## src/sv/sdpa_pkg.sv

```systemverilog
`timescale 1ns / 1ps
// ----------------------------------------------------------------------------
// sdpa_pkg
// Shared widths, constants, register codes and handoff types for the
// straight-drive PID controller with side alignment.
// ----------------------------------------------------------------------------
package sdpa_pkg;

    // Gain format: unsigned Q4.16
    localparam int GAIN_W    = 20;
    localparam int GAIN_FRAC = 16;

    // Power clamp register width (percent)
    localparam int POWER_W = 7;

    // Saturating error accumulator
    localparam int SUM_W = 40;

    // Working width of the Q.16 power datapath
    localparam int PWR_W = 64;

    // Clamped power fits below 128 percent in Q.16
    localparam int CLAMP_W = POWER_W + GAIN_FRAC;

    // Millivolt output
    localparam int MV_W        = 15;
    localparam int MIN_POWER   = 5;
    localparam int MV_PER_PCT  = 120;
    localparam int MV_LIMIT    = 12000;

    localparam logic signed [SUM_W-1:0] SUM_MAX = {1'b0, {(SUM_W-1){1'b1}}};
    localparam logic signed [SUM_W-1:0] SUM_MIN = {1'b1, {(SUM_W-1){1'b0}}};

    // Configuration register indexes
    localparam int CFG_IDX_W = 3;

    typedef enum logic [CFG_IDX_W-1:0] {
        REG_TARGET     = 3'd0,
        REG_GAIN_P     = 3'd1,
        REG_GAIN_I     = 3'd2,
        REG_GAIN_D     = 3'd3,
        REG_GAIN_ALIGN = 3'd4,
        REG_MAX_POWER  = 3'd5,
        REG_REVERSE    = 3'd6,
        REG_SHORT_MOVE = 3'd7
    } cfg_reg_t;

    // Gain and mode settings seen by the datapath
    typedef struct packed {
        logic [GAIN_W-1:0]  gain_p;
        logic [GAIN_W-1:0]  gain_i;
        logic [GAIN_W-1:0]  gain_d;
        logic [GAIN_W-1:0]  gain_align;
        logic [POWER_W-1:0] max_power;
        logic               reverse;
        logic               short_move;
    } gain_set_t;

    // Per-stage load strobes from the pipeline control
    typedef struct packed {
        logic s1;
        logic s2;
        logic s3;
        logic s4;
        logic s5;
    } stage_load_t;

endpackage

```

## src/sv/sdpa_track.sv

```systemverilog
`timescale 1ns / 1ps
// ----------------------------------------------------------------------------
// sdpa_track
// Move state tracking: error, error sum, finish detection. Updates on each
// input transfer and registers the resulting operands for the datapath.
// ----------------------------------------------------------------------------
module sdpa_track #(
    parameter int TICK_BITS = 20
) (
    input  logic                                 clk,
    input  logic                                 rst_n,
    input  logic                                 load,
    input  logic                                 start_req,
    input  logic [TICK_BITS-1:0]                 left_ticks,
    input  logic [TICK_BITS-1:0]                 right_ticks,
    input  logic [TICK_BITS-1:0]                 target_ticks,
    output logic                                 s1_done,
    output logic signed [TICK_BITS:0]            s1_dist,
    output logic signed [TICK_BITS:0]            s1_last,
    output logic signed [sdpa_pkg::SUM_W-1:0]    s1_sum,
    output logic [TICK_BITS-1:0]                 s1_left,
    output logic [TICK_BITS-1:0]                 s1_right
);
    import sdpa_pkg::*;

    logic [TICK_BITS-1:0]     left_seen_reg,  left_seen_next;
    logic [TICK_BITS-1:0]     right_seen_reg, right_seen_next;
    logic signed [TICK_BITS:0] dist_error_reg, dist_error_next;
    logic signed [TICK_BITS:0] last_error_reg, last_error_next;
    logic signed [SUM_W-1:0]  error_sum_reg,  error_sum_next;
    logic                     finished_reg,   finished_next;
    logic                     done_next;

    logic [TICK_BITS:0]        tick_total;
    logic [TICK_BITS-1:0]      avg;
    logic signed [TICK_BITS:0] err_now;
    logic signed [SUM_W:0]     sum_wide;
    logic signed [SUM_W-1:0]   sum_sat;

    // Average, new error and saturating accumulation
    always_comb
    begin
        tick_total = {1'b0, left_ticks} + {1'b0, right_ticks};
        avg        = tick_total[TICK_BITS:1];
        err_now    = $signed({1'b0, target_ticks}) - $signed({1'b0, avg});
        sum_wide   = $signed({error_sum_reg[SUM_W-1], error_sum_reg})
                   + $signed({{(SUM_W-TICK_BITS){dist_error_reg[TICK_BITS]}},
                              dist_error_reg});
        if (sum_wide[SUM_W] != sum_wide[SUM_W-1])
        begin
            sum_sat = sum_wide[SUM_W] ? SUM_MIN : SUM_MAX;
        end
        else
        begin
            sum_sat = sum_wide[SUM_W-1:0];
        end
    end

    // Next move state
    always_comb
    begin
        left_seen_next  = left_seen_reg;
        right_seen_next = right_seen_reg;
        dist_error_next = dist_error_reg;
        last_error_next = last_error_reg;
        error_sum_next  = error_sum_reg;
        finished_next   = finished_reg;
        done_next       = 1'b1;
        if (start_req)
        begin
            left_seen_next  = '0;
            right_seen_next = '0;
            dist_error_next = '0;
            last_error_next = '0;
            error_sum_next  = '0;
            finished_next   = (target_ticks == '0);
            done_next       = finished_next;
        end
        else if (!finished_reg)
        begin
            left_seen_next  = left_ticks;
            right_seen_next = right_ticks;
            last_error_next = dist_error_reg;
            error_sum_next  = sum_sat;
            dist_error_next = err_now;
            finished_next   = (avg >= target_ticks);
            done_next       = finished_next;
        end
    end

    // Move state registers
    always_ff @(posedge clk or negedge rst_n)
    begin
        if (!rst_n)
        begin
            left_seen_reg  <= '0;
            right_seen_reg <= '0;
            dist_error_reg <= '0;
            last_error_reg <= '0;
            error_sum_reg  <= '0;
            finished_reg   <= 1'b1;
        end
        else if (load)
        begin
            left_seen_reg  <= left_seen_next;
            right_seen_reg <= right_seen_next;
            dist_error_reg <= dist_error_next;
            last_error_reg <= last_error_next;
            error_sum_reg  <= error_sum_next;
            finished_reg   <= finished_next;
        end
    end

    // Stage 1 operand register
    always_ff @(posedge clk)
    begin
        if (load)
        begin
            s1_done  <= done_next;
            s1_dist  <= dist_error_next;
            s1_last  <= last_error_next;
            s1_sum   <= error_sum_next;
            s1_left  <= left_seen_next;
            s1_right <= right_seen_next;
        end
    end

endmodule

```

## config.mk

```make
export PLATFORM = sky130hd
export DESIGN_NAME = sdpa_track
export DESIGN_NICKNAME = d
export VERILOG_FILES = /design/src/sv/sdpa_pkg.sv /design/src/sv/sdpa_track.sv
export SDC_FILE = /design/constraint.sdc
export NUM_CORES = 1
export LEC_CHECK = 0
export BUFFER_PORTS_ARGS = -buffer_cell sky130_fd_sc_hd__buf_4
export CAP_MARGIN = 20
export CORE_MARGIN = 1
export CORE_UTILIZATION = 28
export DETAILED_ROUTE_END_ITERATION = 10
export SYNTH_ARGS = -nofsm -noshare
export SYNTH_HDL_FRONTEND = slang
export SYNTH_SLANG_ARGS = --single-unit
export TNS_END_PERCENT = 1
```

## constraint.sdc

```tcl
create_clock -name clk -period 5.1 [get_ports clk]
set_input_delay 0.255 -clock clk [delete_from_list [all_inputs] [get_ports clk]]
set_output_delay 0.255 -clock clk [all_outputs]
set_load 0.03 [all_outputs]
```

==> reports/metrics.yaml <==
outcome: "completed"
start_kind: "register"
drv_cap: 0
seq_area_sq_um: 6777
insertion_delay_ns: 0.58
min_path_cells: 3
dpl.hpwl_um: 31890
syn_nets: 1507
slew_violations: 0
path_class: "register to register"
wire_per_inst_um: 19.59
grt_pass1_wl_um: 66830
synth-main-ff-cell: "edfxtp_1"
drc_errors: 0
hold_viol: 0
cp_data_arrival_time_ns: 4.36
diodes: 0
vias: 11270
netlist_area_sq_um: 14680
hold_start: "right_ticks[9]"
finalSetupViolCount: 0
synth-seq-cells: 246
ant_nets: 0
final_common_cell: "buf_4"
root_buffer: "clkbuf_16"
totalWireLength_um: 43740
rows: 83
final_util_pct: 34.47
cellPowerDensity_nw_per_um2: 524.9
clock_sinks: 246
drive_gt1_share_pct: 24.68
grt_usage_pct: 16.06
hold_path_end: "s1_right[9]"
critPathMaxFanout: 21
ys_warn_count: 0
finalNetCount: 1675
area_growth_pct: 20.98
dieArea_sq_um: 53330
yosysTopAreaCell: "edfxtp_1"
synth_top_area_share_pct: 25.17
grt_pass1_vias: 11180
synth-edff-count: 123
worst_slew_pin_slew_ns: 1.081
drt_first_pass_iters: 6
setup_tns_ns: 0
clock_path_buffers: 3
antenna_found_initial: 0
reg2reg_slack_ns: 1.04
die_x_um: 230.9
max_freq_mhz: 246.5
cp.required_ns: 5.40
slew_headroom_pct: 27.92
endpoint_kind: "register"
drtIter0Drc: 591
r2r_cells: 12
path_clk_slew_ns: 0.06
yosysSeqAreaShare_pct: 46.15
fillers: 5200
syn_avg_cell_area_sq_um: 10.78
rr_endpoint: "s1_sum[31]"
final_cell_mix: "201 x buf_4, 183 x nor2_1, 123 x edfxtp_1"
port_buffers: 186
ir_drop_uv: 294.4
min_path_type: "input port to register"
vias_per_cell: 5.051
period_share_pct: 79.56
gp_congestion: 0.8970
ys_types: 79
skew_ns: 0.01658
cts_tree: "yes"
async_reset_ff_share_pct: 50.00
rr_startpoint: "dist_error_reg[20]"
rsz0062_at_grt: "no"
multi_input_area_sq_um: 7428
ioPinCount: 187
synthTopCellsByArea: "edfxtp_1 25%, dfrtp_1 21%, ha_1 6.7%"
grt_overflow: 0
fp.dieH_um: 230.9
cts-resized-gates: 0
cts_buffers: 29
grt_start_max_net_pins: 124
fp.coreArea_sq_um: 51510
p_leak_uw: 0.007720
initial_core_util_pct: 28.49
ctsHoldBuffers: 1
syn_inst: 1361
post_cts_buffers: 0
min_period_ns: 4.057
cts-htree-levels: 1
-- cell families after synthesis --
group	Yosys count	share of synthesized area [%]
AO/OA/AOI/OAI	333	17.79
buffers and inverters	112	3.282
multiplexers	142	10.33
adder cells (fa/ha/maj)	82	7.145
XOR/XNOR	60	3.581
AND/OR/NAND/NOR	386	11.71
flip-flops	246	46.15
-- cell usage after synthesis (18+ instances only) --
cell type	instances
a211oi_1	18
nand4_1	20
xnor2_1	36
nand2_1	85
nand3_1	20
inv_1	41
o21ai_0	57
a221oi_2	26
clkbuf_1	49
a21oi_1	73
dfrtp_1	122
nor2_1	184
mux2i_1	69
edfxtp_1	123
a21o_1	30
mux2_2	72
ha_1	79
xor2_1	24
-- through the flow --
stage / power [uW] / instance area [sq um] / worst slack [ns] / hold WS, ns / std cells
6_report: 9320 / 17750 / 1.043 / 0.05243 / 2232
2_1_floorplan: 6027 / 14680 / 1.086 / -0.04059 / 1361
4_1_cts: 9396 / 17730 / 1.047 / 0.03892 / 2231
3_5_place_dp: 7338 / 16810 / 0.5485 / 0.4484 / 2176
5_1_grt: 9895 / 17750 / 0.7957 / 0.06548 / 2232
3_3_place_gp: 7270 / 16810 / 0.5876 / 0.4318 / 2176
-- how the worst max path moves through the flow --
stage,startpoint,endpoint,slack [ns],cells after the start
after global routing,left_ticks[2],finished_reg,0.80,18
after detailed placement,left_ticks[2],finished_reg,0.55,19
after CTS,dist_error_reg[20],s1_sum[31],1.05,12
after global placement,left_ticks[2],finished_reg,0.59,18
final,dist_error_reg[20],s1_sum[31],1.04,12
after floorplan,left_ticks[2],finished_reg,1.09,18
-- worst max-delay path: stages, from the launching register on --
cell      delay (ns)
dfrtp_1         0.44
buf_4           0.26
ha_1            0.26
a2111o_1        0.41
a21o_1          0.17
a31o_1          0.22
a21oi_2         0.19
mux2_4          0.31
a41o_1          0.23
a41oi_4         0.39
nand2_2         0.13
buf_4           0.23
a311oi_1        0.53
-- layer usage --
metal	GRT usage (%)	vias to the layer above	share of wire (%)
li1	-	5415	-
met2	25.46	283	46
met4	3.891	0	2.5
met1	21.74	5515	45
met5	0	-	0
met3	4.113	60	6.9
-- power breakdown --
group	internal [uW]	total [uW]	switching, uW
Combinational	1650	4300	2650
Sequential	2630	3000	366
Clock	1160	2020	862
-- final cells by class --
cell class / instances / area share [%]
clock inverter: 18 / 0.8457
tap: 680 / 4.792
sequential: 246 / 38.17
inverter: 41 / 0.8668
multi-input combinational: 1003 / 41.84
clock buffer: 36 / 4.292
timing repair buffer: 208 / 9.197
Note: power is estimated with default switching activity, not from simulation.
