## config.mk

```make
export PLATFORM = sky130hd
export DESIGN_NAME = sdpa_drive
export DESIGN_NICKNAME = d
export VERILOG_FILES = /design/src/sv/sdpa_pkg.sv /design/src/sv/sdpa_drive.sv
export SDC_FILE = /design/constraint.sdc
export NUM_CORES = 1
export LEC_CHECK = 0
export BUFFER_PORTS_ARGS = -buffer_cell sky130_fd_sc_hd__buf_2
export CELL_PAD_IN_SITES_DETAIL_PLACEMENT = 0
export CELL_PAD_IN_SITES_GLOBAL_PLACEMENT = 1
export CORE_MARGIN = 2
export CORE_UTILIZATION = 49
export DETAILED_ROUTE_END_ITERATION = 8
export PLACE_DENSITY_LB_ADDON = 0.25
export REMOVE_ABC_BUFFERS = 1
export SYNTH_ARGS = -nofsm -noshare
export SYNTH_HDL_FRONTEND = slang
export SYNTH_SLANG_ARGS = --single-unit
export TNS_END_PERCENT = 50
```

## constraint.sdc

```tcl
create_clock -name clk -period 17.6 [get_ports clk]
set_input_delay 0.88 -clock clk [delete_from_list [all_inputs] [get_ports clk]]
set_output_delay 0.88 -clock clk [all_outputs]
set_load 0.02 [all_outputs]
```

## src/sv/sdpa_pkg.sv

```systemverilog
`timescale 1ns / 1ps
// ----------------------------------------------------------------------------
// sdpa_pkg
// Shared widths, constants, register codes and handoff types for the
// straight-drive PID controller with side alignment.
// ----------------------------------------------------------------------------
package sdpa_pkg;

    // Gain format: unsigned Q4.16
    localparam int GAIN_W    = 20;
    localparam int GAIN_FRAC = 16;

    // Power clamp register width (percent)
    localparam int POWER_W = 7;

    // Saturating error accumulator
    localparam int SUM_W = 40;

    // Working width of the Q.16 power datapath
    localparam int PWR_W = 64;

    // Clamped power fits below 128 percent in Q.16
    localparam int CLAMP_W = POWER_W + GAIN_FRAC;

    // Millivolt output
    localparam int MV_W        = 15;
    localparam int MIN_POWER   = 5;
    localparam int MV_PER_PCT  = 120;
    localparam int MV_LIMIT    = 12000;

    localparam logic signed [SUM_W-1:0] SUM_MAX = {1'b0, {(SUM_W-1){1'b1}}};
    localparam logic signed [SUM_W-1:0] SUM_MIN = {1'b1, {(SUM_W-1){1'b0}}};

    // Configuration register indexes
    localparam int CFG_IDX_W = 3;

    typedef enum logic [CFG_IDX_W-1:0] {
        REG_TARGET     = 3'd0,
        REG_GAIN_P     = 3'd1,
        REG_GAIN_I     = 3'd2,
        REG_GAIN_D     = 3'd3,
        REG_GAIN_ALIGN = 3'd4,
        REG_MAX_POWER  = 3'd5,
        REG_REVERSE    = 3'd6,
        REG_SHORT_MOVE = 3'd7
    } cfg_reg_t;

    // Gain and mode settings seen by the datapath
    typedef struct packed {
        logic [GAIN_W-1:0]  gain_p;
        logic [GAIN_W-1:0]  gain_i;
        logic [GAIN_W-1:0]  gain_d;
        logic [GAIN_W-1:0]  gain_align;
        logic [POWER_W-1:0] max_power;
        logic               reverse;
        logic               short_move;
    } gain_set_t;

    // Per-stage load strobes from the pipeline control
    typedef struct packed {
        logic s1;
        logic s2;
        logic s3;
        logic s4;
        logic s5;
    } stage_load_t;

endpackage

```

## src/sv/sdpa_drive.sv

```systemverilog
`timescale 1ns / 1ps
// ----------------------------------------------------------------------------
// sdpa_drive
// Power sum and clamp, side alignment and direction, millivolt scaling and
// saturation into the result register.
// ----------------------------------------------------------------------------
module sdpa_drive #(
    parameter int TICK_BITS = 20
) (
    input  logic                                          clk,
    input  sdpa_pkg::stage_load_t                         load,
    input  sdpa_pkg::gain_set_t                           gains,
    input  logic                                          s2_done,
    input  logic signed [TICK_BITS+sdpa_pkg::GAIN_W+2:0]     s2_p_term,
    input  logic signed [sdpa_pkg::SUM_W+sdpa_pkg::GAIN_W:0] s2_i_term,
    input  logic signed [TICK_BITS+sdpa_pkg::GAIN_W+2:0]     s2_d_term,
    input  logic [TICK_BITS+sdpa_pkg::GAIN_W-1:0]            s2_align,
    input  logic                                          s2_left_ahead,
    input  logic                                          s2_right_ahead,
    output logic signed [sdpa_pkg::MV_W-1:0]              left_drive_mv,
    output logic signed [sdpa_pkg::MV_W-1:0]              right_drive_mv,
    output logic                                          done_res
);
    import sdpa_pkg::*;

    localparam int PW = PWR_W;
    localparam int AW = TICK_BITS + GAIN_W;
    localparam logic signed [PW-1:0] MIN_Q  = PW'(MIN_POWER * (2 ** GAIN_FRAC));
    localparam logic signed [PW-1:0] LIM_Q  = PW'(MV_LIMIT * (2 ** GAIN_FRAC));
    localparam logic signed [MV_W-1:0] MV_MAX = MV_W'(MV_LIMIT);

    // Q.16 power to millivolts: saturate, truncate toward zero
    function automatic logic signed [MV_W-1:0] to_mv(input logic signed [PW-1:0] v);
        logic [PW-1:0]   mag;
        logic [MV_W-1:0] q;
        mag = v[PW-1] ? (~v + 1'b1) : v;
        q   = {1'b0, mag[GAIN_FRAC +: MV_W-1]};
        if (v >= LIM_Q)
        begin
            return MV_MAX;
        end
        else if (v <= -LIM_Q)
        begin
            return -MV_MAX;
        end
        else if (v[PW-1])
        begin
            return -$signed(q);
        end
        else
        begin
            return $signed(q);
        end
    endfunction

    // Stage 3 signals
    logic signed [PW-1:0] p_ext, i_ext, d_ext, p_sum, max_q;
    logic [CLAMP_W-1:0]   clamp_val;
    logic                 s3_done;
    logic [CLAMP_W-1:0]   s3_clamp;
    logic [AW-1:0]        s3_align;
    logic                 s3_left_ahead, s3_right_ahead;

    // Stage 4 signals
    logic signed [PW-1:0] clamp_ext, align_ext, lp, rp, lv, rv;
    logic                 s4_done;
    logic signed [PW-1:0] s4_lv, s4_rv;

    // PID sum and power clamp
    always_comb
    begin
        p_ext = PW'(s2_p_term);
        i_ext = PW'(s2_i_term);
        d_ext = PW'(s2_d_term);
        p_sum = p_ext + i_ext + d_ext;
        max_q = $signed({{(PW-CLAMP_W){1'b0}}, gains.max_power, {GAIN_FRAC{1'b0}}});
        if (p_sum > max_q)
        begin
            clamp_val = max_q[CLAMP_W-1:0];
        end
        else if (p_sum < MIN_Q)
        begin
            clamp_val = MIN_Q[CLAMP_W-1:0];
        end
        else
        begin
            clamp_val = p_sum[CLAMP_W-1:0];
        end
    end

    always_ff @(posedge clk)
    begin
        if (load.s3)
        begin
            s3_done        <= s2_done;
            s3_clamp       <= clamp_val;
            s3_align       <= s2_align;
            s3_left_ahead  <= s2_left_ahead;
            s3_right_ahead <= s2_right_ahead;
        end
    end

    // Slow the leading side, apply direction, scale by 120
    always_comb
    begin
        clamp_ext = $signed({{(PW-CLAMP_W){1'b0}}, s3_clamp});
        align_ext = $signed({{(PW-AW){1'b0}}, s3_align});
        lp = s3_left_ahead  ? (clamp_ext - align_ext) : clamp_ext;
        rp = s3_right_ahead ? (clamp_ext - align_ext) : clamp_ext;
        if (gains.reverse)
        begin
            lp = -lp;
            rp = -rp;
        end
        // 120 = 128 - 8
        lv = (lp <<< 7) - (lp <<< 3);
        rv = (rp <<< 7) - (rp <<< 3);
    end

    always_ff @(posedge clk)
    begin
        if (load.s4)
        begin
            s4_done <= s3_done;
            s4_lv   <= lv;
            s4_rv   <= rv;
        end
    end

    // Result register
    always_ff @(posedge clk)
    begin
        if (load.s5)
        begin
            done_res       <= s4_done;
            left_drive_mv  <= s4_done ? '0 : to_mv(s4_lv);
            right_drive_mv <= s4_done ? '0 : to_mv(s4_rv);
        end
    end

endmodule
```

==> results of run 1 <==
[area by class of cell]
type / count / area, um^2 / share of cell area
inverters: 214 / 803 / 0.0271
clock buffers: 31 / 669 / 0.0226
clock inverters: 15 / 225 / 0.00761
multi-input cells: 2683 / 19100 / 0.646
well taps: 704 / 881 / 0.0298
repair buffers: 250 / 1300 / 0.0439
flip-flops and latches: 220 / 6610 / 0.223
[final timing paths]
kind	start	endpoint	slack [ns]	cells after the start
min reg2reg	s3_done	s4_done	0.42	0
max reg2reg	s3_clamp[0]	s4_rv[62]	7.60	30
max	s3_clamp[0]	s4_rv[62]	7.60	30
min	s3_done	s4_done	0.42	0
[through the flow]
stage                     utilization  setup slack [ns]  total power [mW]  cell area [um^2]  instances
final                           0.539              7.60              3.34             29600       4117
after global routing            0.539              7.23              3.59             29600       4117
after CTS                       0.539              7.87              3.33             29600       4117
after detailed placement        0.523              7.98              2.75             28700       4071
after global placement          0.523              7.88              2.72             28700       4071
after floorplan                     -              9.52              2.26             26500       3117
[worst reg2reg max path: cells and delay by family (launching register included)]
kind / cells / cell delay (ns)
XOR/XNOR: 2 / 0.43
buffers and inverters: 2 / 0.18
flip-flops: 1 / 0.42
adder cells (fa/ha/maj): 3 / 1.01
AO/OA/AOI/OAI: 13 / 5.15
AND/OR/NAND/NOR: 10 / 2.56
[logic make-up after synthesis]
| kind of cell | after synthesis |
|---|---|
| AOI/OAI and AO/OA | 997 |
| xor gates and xnor gates | 282 |
| adders and majority gates | 272 |
| buffers and inverters | 346 |
| DFF | 220 |
| muxes | 54 |
| and+or+nand+nor | 1078 |
[Yosys cell counts (all sizes together), types with 63 or more instances]
master | instances | area share
clkbuf | 107 | 0.015
edfxtp | 220 | 0.24
a21o | 136 | 0.038
nand3 | 65 | 0.012
ha | 209 | 0.097
a21oi | 299 | 0.056
o21ai | 176 | 0.033
fa | 63 | 0.047
xor2 | 115 | 0.037
nor3 | 80 | 0.016
xnor2 | 167 | 0.054
nand2 | 259 | 0.036
nor2 | 229 | 0.032
inv | 214 | 0.030
nand4 | 66 | 0.015
[state kept, by name, summed over array words and instances, names as in the netlist, 15 cells and up]
signal / count
s4_lv: 61
s3_align: 40
s3_clamp: 23
right_drive_mv: 15
left_drive_mv: 15
s4_rv: 61
[layer usage]
layer  wire length, um  part of all wire
met2             36500              0.46
met3              4420             0.055
met4              1900             0.024
met1             36800              0.46
met5                 7          0.000088
[power groups by stage]
stage / Combinational (mW) / Sequential (mW) / Clock, mW
3_3_place_gp: 1.83 / 0.893 / 0
3_5_place_dp: 1.85 / 0.899 / 0
6_report: 1.88 / 0.891 / 0.563
5_1_grt: 2.09 / 0.909 / 0.591
2_1_floorplan: 1.38 / 0.878 / 0
4_1_cts: 1.86 / 0.889 / 0.579
==> reports/qor.yml, run 1 <==
netlist_instances: 3249
grt_pass1_wl_um: 126000
synth_fa_ha_area_frac: 0.143
cts_htree_levels: 1
antenna_cells: 0
drt_iter0_drc: 1823
fp.dieArea_um2: 57100
yosys.area_share.simple: 0.204
cts_resized: 0
drive_above_1_share: 0.113
power_density_nw_per_um2: 113
grt_overflow_total: 0
synth_edf_count: 220
path_class: "reg -> reg"
post-route-period-util: 0.568
busiest_layer: "met2"
p_sw_mw: 1.47
cp_slowest_cell: "a2111oi_0"
combPwrFrac: 0.564
muxShareOfSynthArea: 0.0206
holdWs_ns: 0.422
max-slew-margin-rel: 0.0693
ant_nets: 0
cts_buffer_depth: 3
fmax_mhz: 100
end_kind: "flip-flop"
drt_pass1_iterations: 5
final_common_cell: "a21oi_1"
ys_seq_area_frac: 0.244
start_util: 0.493
synth_compound_area_frac: 0.247
post-dp-hpwl_um: 64800
fp.dieH_um: 239
syn_area_per_cell_um2: 8.32
vias: 25100
nNetsFinal: 3952
max_stage_delay_ns: 1.08
final.setup.tns_ns: 0
grt_util_met2: 0.450
place.gp.congestion: 0.942
ir_worst_vdd_mv: 0.0880
required_ns: 17.92
leakagePower_nw: 12.5
power_frac_clock: 0.169
internal_power_mw: 1.87
post_cts_buffers: 0
cp-start-kind: "flip-flop"
synth_top_family_by_area: "compound AO/OA/AOI/OAI gates"
clock_latency_ns: 0.58
grt_max_degree: 77
drv_slew: 0
min_period_ns: 10.0
cts_made_buffers: 26
crit_path_frequent_cell: "nand2_1"
fill_cells: 5125
pwr-share-seq: 0.267
grt_use_total: 0.272
final_cell_mix: "295 x a21oi_1, 255 x nand2_1, 231 x buf_2, 228 x nor2_1, 220 x edfxtp_1"
drv_cap: 0
cts_tree: "yes"
async_reset_ff_frac: 0
grt_pass1_vias: 23800
synth_ff_type: "edfxtp_1"
die_w_um: 239
io_pins: 316
rsz0062_at_grt: "false"
path_buf_inv: 2
syn-cell-area_um2: 27000
wl_um: 79600
drcViolationCount: 0
finalSetupViolCount: 0
path_clk_slew_ns: 0.06
ys_warn_count: 0
finalHoldViolations: 0
clock_skew_ns: 0.0229
grt_use_met3: 0.0268
synth-xor-area-share: 0.0913
worstPathArrival_ns: 10.32
hp-class: "reg -> reg"
wl_per_cell_um: 19.3
rows: 86
crit_fanout: 8
use_met1: 0.381
crit_family: "compound AO/OA/AOI/OAI gates"
worst_pin_slew_ns: 1.36
core-area_um2: 54900
antenna_found_initial: 1
p_sw_frac: 0.441
ys_seq_elements: 220
clock_sinks: 220
cts-root-buf: "clkbuf_16"
portBuffers: 232
postCtsHoldBufs: 0
status: "finished clean"
area_growth_pct: 9.44
synthDistinctLibCells: 104
vias_per_cell: 6.09
No activity file was read; power rests on OpenSTA's default activity.
==> run 2, diff against run 1 <==
CORE_UTILIZATION = 46   (was 49)
clock period = 9.4 ns   (was 17.6 ns; I/O delays follow)
==> run 2 against run 1 <==
Hold slack lost 0.34 ns. Clock power grew 85%. Largest power group unchanged. Cell area grew 0.31%.
==> reports/qor.yml, run 2 (synthesized netlist as in run 1, its figures left out) <==
post_cts_buffers: 0
cts_made_buffers: 26
rsz0062_at_grt: "false"
final_cell_mix: "295 x a21oi_1, 255 x nand2_1, 231 x buf_2, 228 x nor2_1, 220 x edfxtp_1"
core-area_um2: 57900
ir_worst_vdd_mv: 0.151
power_density_nw_per_um2: 210
cts-root-buf: "clkbuf_16"
fp.dieArea_um2: 60700
vias_per_cell: 6.00
crit_path_frequent_cell: "nand2_1"
crit_fanout: 8
cp-start-kind: "flip-flop"
crit_family: "compound AO/OA/AOI/OAI gates"
max_stage_delay_ns: 0.60
post-dp-hpwl_um: 65000
worstPathArrival_ns: 9.02
wl_per_cell_um: 19.1
end_kind: "flip-flop"
portBuffers: 232
drv_cap: 0
cts_htree_levels: 1
rows: 88
finalHoldViolations: 0
worst_pin_slew_ns: 1.10
seq_area_um2: 6610
final_common_cell: "a21oi_1"
vias: 25100
ant_nets: 0
rrSetupSlack_ns: 0.69
status: "finished clean"
drcViolationCount: 0
reg2reg_depth: 33
fmax_mhz: 115
final.setup.tns_ns: 0
clock_skew_ns: 0.0139
wl_um: 80000
path_clk_slew_ns: 0.06
grt_pass1_vias: 24000
drive_above_1_share: 0.114
clock_latency_ns: 0.57
multi_input_area_um2: 19100
clock_sinks: 220
min_period_ns: 8.71
grt_use_total: 0.255
fp.dieH_um: 246
nNetsFinal: 3956
min_to: "s3_align[27]"
path_buf_inv: 5
design_area_um2: 29700
max-slew-margin-rel: 0.258
grt_pass1_wl_um: 127000
reg2reg_to: "s4_rv[62]"
grt_overflow_total: 0
r2r_start: "s3_clamp[0]"
post_dp_cell_area_um2: 28800
min_from: "s2_align[27]"
path_class: "reg -> reg"
die_w_um: 246
cts_buffer_depth: 3
antenna_found_initial: 0
drt_iter0_drc: 1658
cp_slowest_cell: "or4b_1"
drt_pass1_iterations: 8
post-route-period-util: 0.927
cts_tree: "yes"
reg_top3: "s4_lv (61), s4_rv (61), s3_align (40)"
hp-class: "in -> reg"
hold_depth: 1
start_util: 0.467
io_pins: 316
grt_max_degree: 85
drv_slew: 0
finalSetupViolCount: 0
leakagePower_nw: 12.5
place.gp.congestion: 0.977
area_growth_pct: 9.78
antenna_cells: 0
required_ns: 9.71
fill_cells: 5594
[run 2: cell types whose count changed in the layout (fill, tap and decap cells not counted)]
cell / change
a2111oi_1: -1
a2111oi_2: +1
a311oi_1: -1
a311oi_2: +1
buf_4: +4
clkbuf_1: -4
clkinv_1: +5
clkinv_16: -1
clkinv_2: +2
clkinv_4: -2
clkinv_8: +1
inv_6: -1
[run 2: what timing repair did]
action / CTS / global route
setup endpoints to repair: 0 / 6
hold buffers: 0 / 0
resized for setup: 0 / 2
[run 2: per-stage QoR]
stage / utilization / setup slack, ns / power, mW / hold WS (ns) / std cells
floorplan: - / 1.32 / 4.23 / 0.400 / 3117
global placement: 0.497 / 0.763 / 5.12 / 0.414 / 4136
detailed placement: 0.497 / 0.665 / 5.17 / 0.417 / 4136
CTS: 0.512 / 0.630 / 6.24 / 0.0495 / 4182
global route: 0.513 / 0.00982 / 6.73 / 0.0623 / 4182
finish: 0.513 / 0.691 / 6.25 / 0.0810 / 4182
[run 2: how the worst max path moves through the flow]
stage | startpoint | end | cells past startpoint
after floorplan | s3_left_ahead | s4_lv[57] | 28
after global placement | s3_clamp[0] | s4_rv[62] | 33
after detailed placement | s3_clamp[0] | s4_rv[60] | 33
after CTS | s3_clamp[0] | s4_rv[62] | 33
after global routing | s3_clamp[0] | s4_rv[62] | 33
final | s3_clamp[0] | s4_rv[62] | 33
[run 2: report_power, final]
group / switching, mW / internal [mW] / total [mW] / leakage (nW)
combinational: 2.12 / 1.42 / 3.54 / 9.96
sequential: 0.210 / 1.46 / 1.67 / 2.16
clock: 0.425 / 0.615 / 1.04 / 0.414
[run 2: layout make-up]
class,instances,area share
Multi-Input combinational cell,2683,0.644
Sequential cell,220,0.223
Timing Repair Buffer,254,0.0448
Tap cell,765,0.0322
Inverter,214,0.0271
Clock buffer,27,0.0220
Clock inverter,19,0.00721
[run 2: routing by layer]
| layer | share of wire | track usage | vias to the layer above |
|---|---|---|---|
| met5 | 0 | 0 | - |
| met4 | 0.029 | 0.0714 | 0 |
| met3 | 0.051 | 0.0260 | 143 |
| met2 | 0.46 | 0.419 | 802 |
| met1 | 0.46 | 0.356 | 11800 |
| li1 | - | - | 12300 |
[run 2: worst reg2reg max path: cells and delay by family (launching register included)]
family | cells | cell delay [ns]
and+or+nand+nor | 9 | 1.91
xor gates and xnor gates | 3 | 0.62
AOI/OAI and AO/OA | 13 | 3.75
buffers and inverters | 5 | 0.72
DFF | 1 | 0.41
adders and majority gates | 3 | 1.03
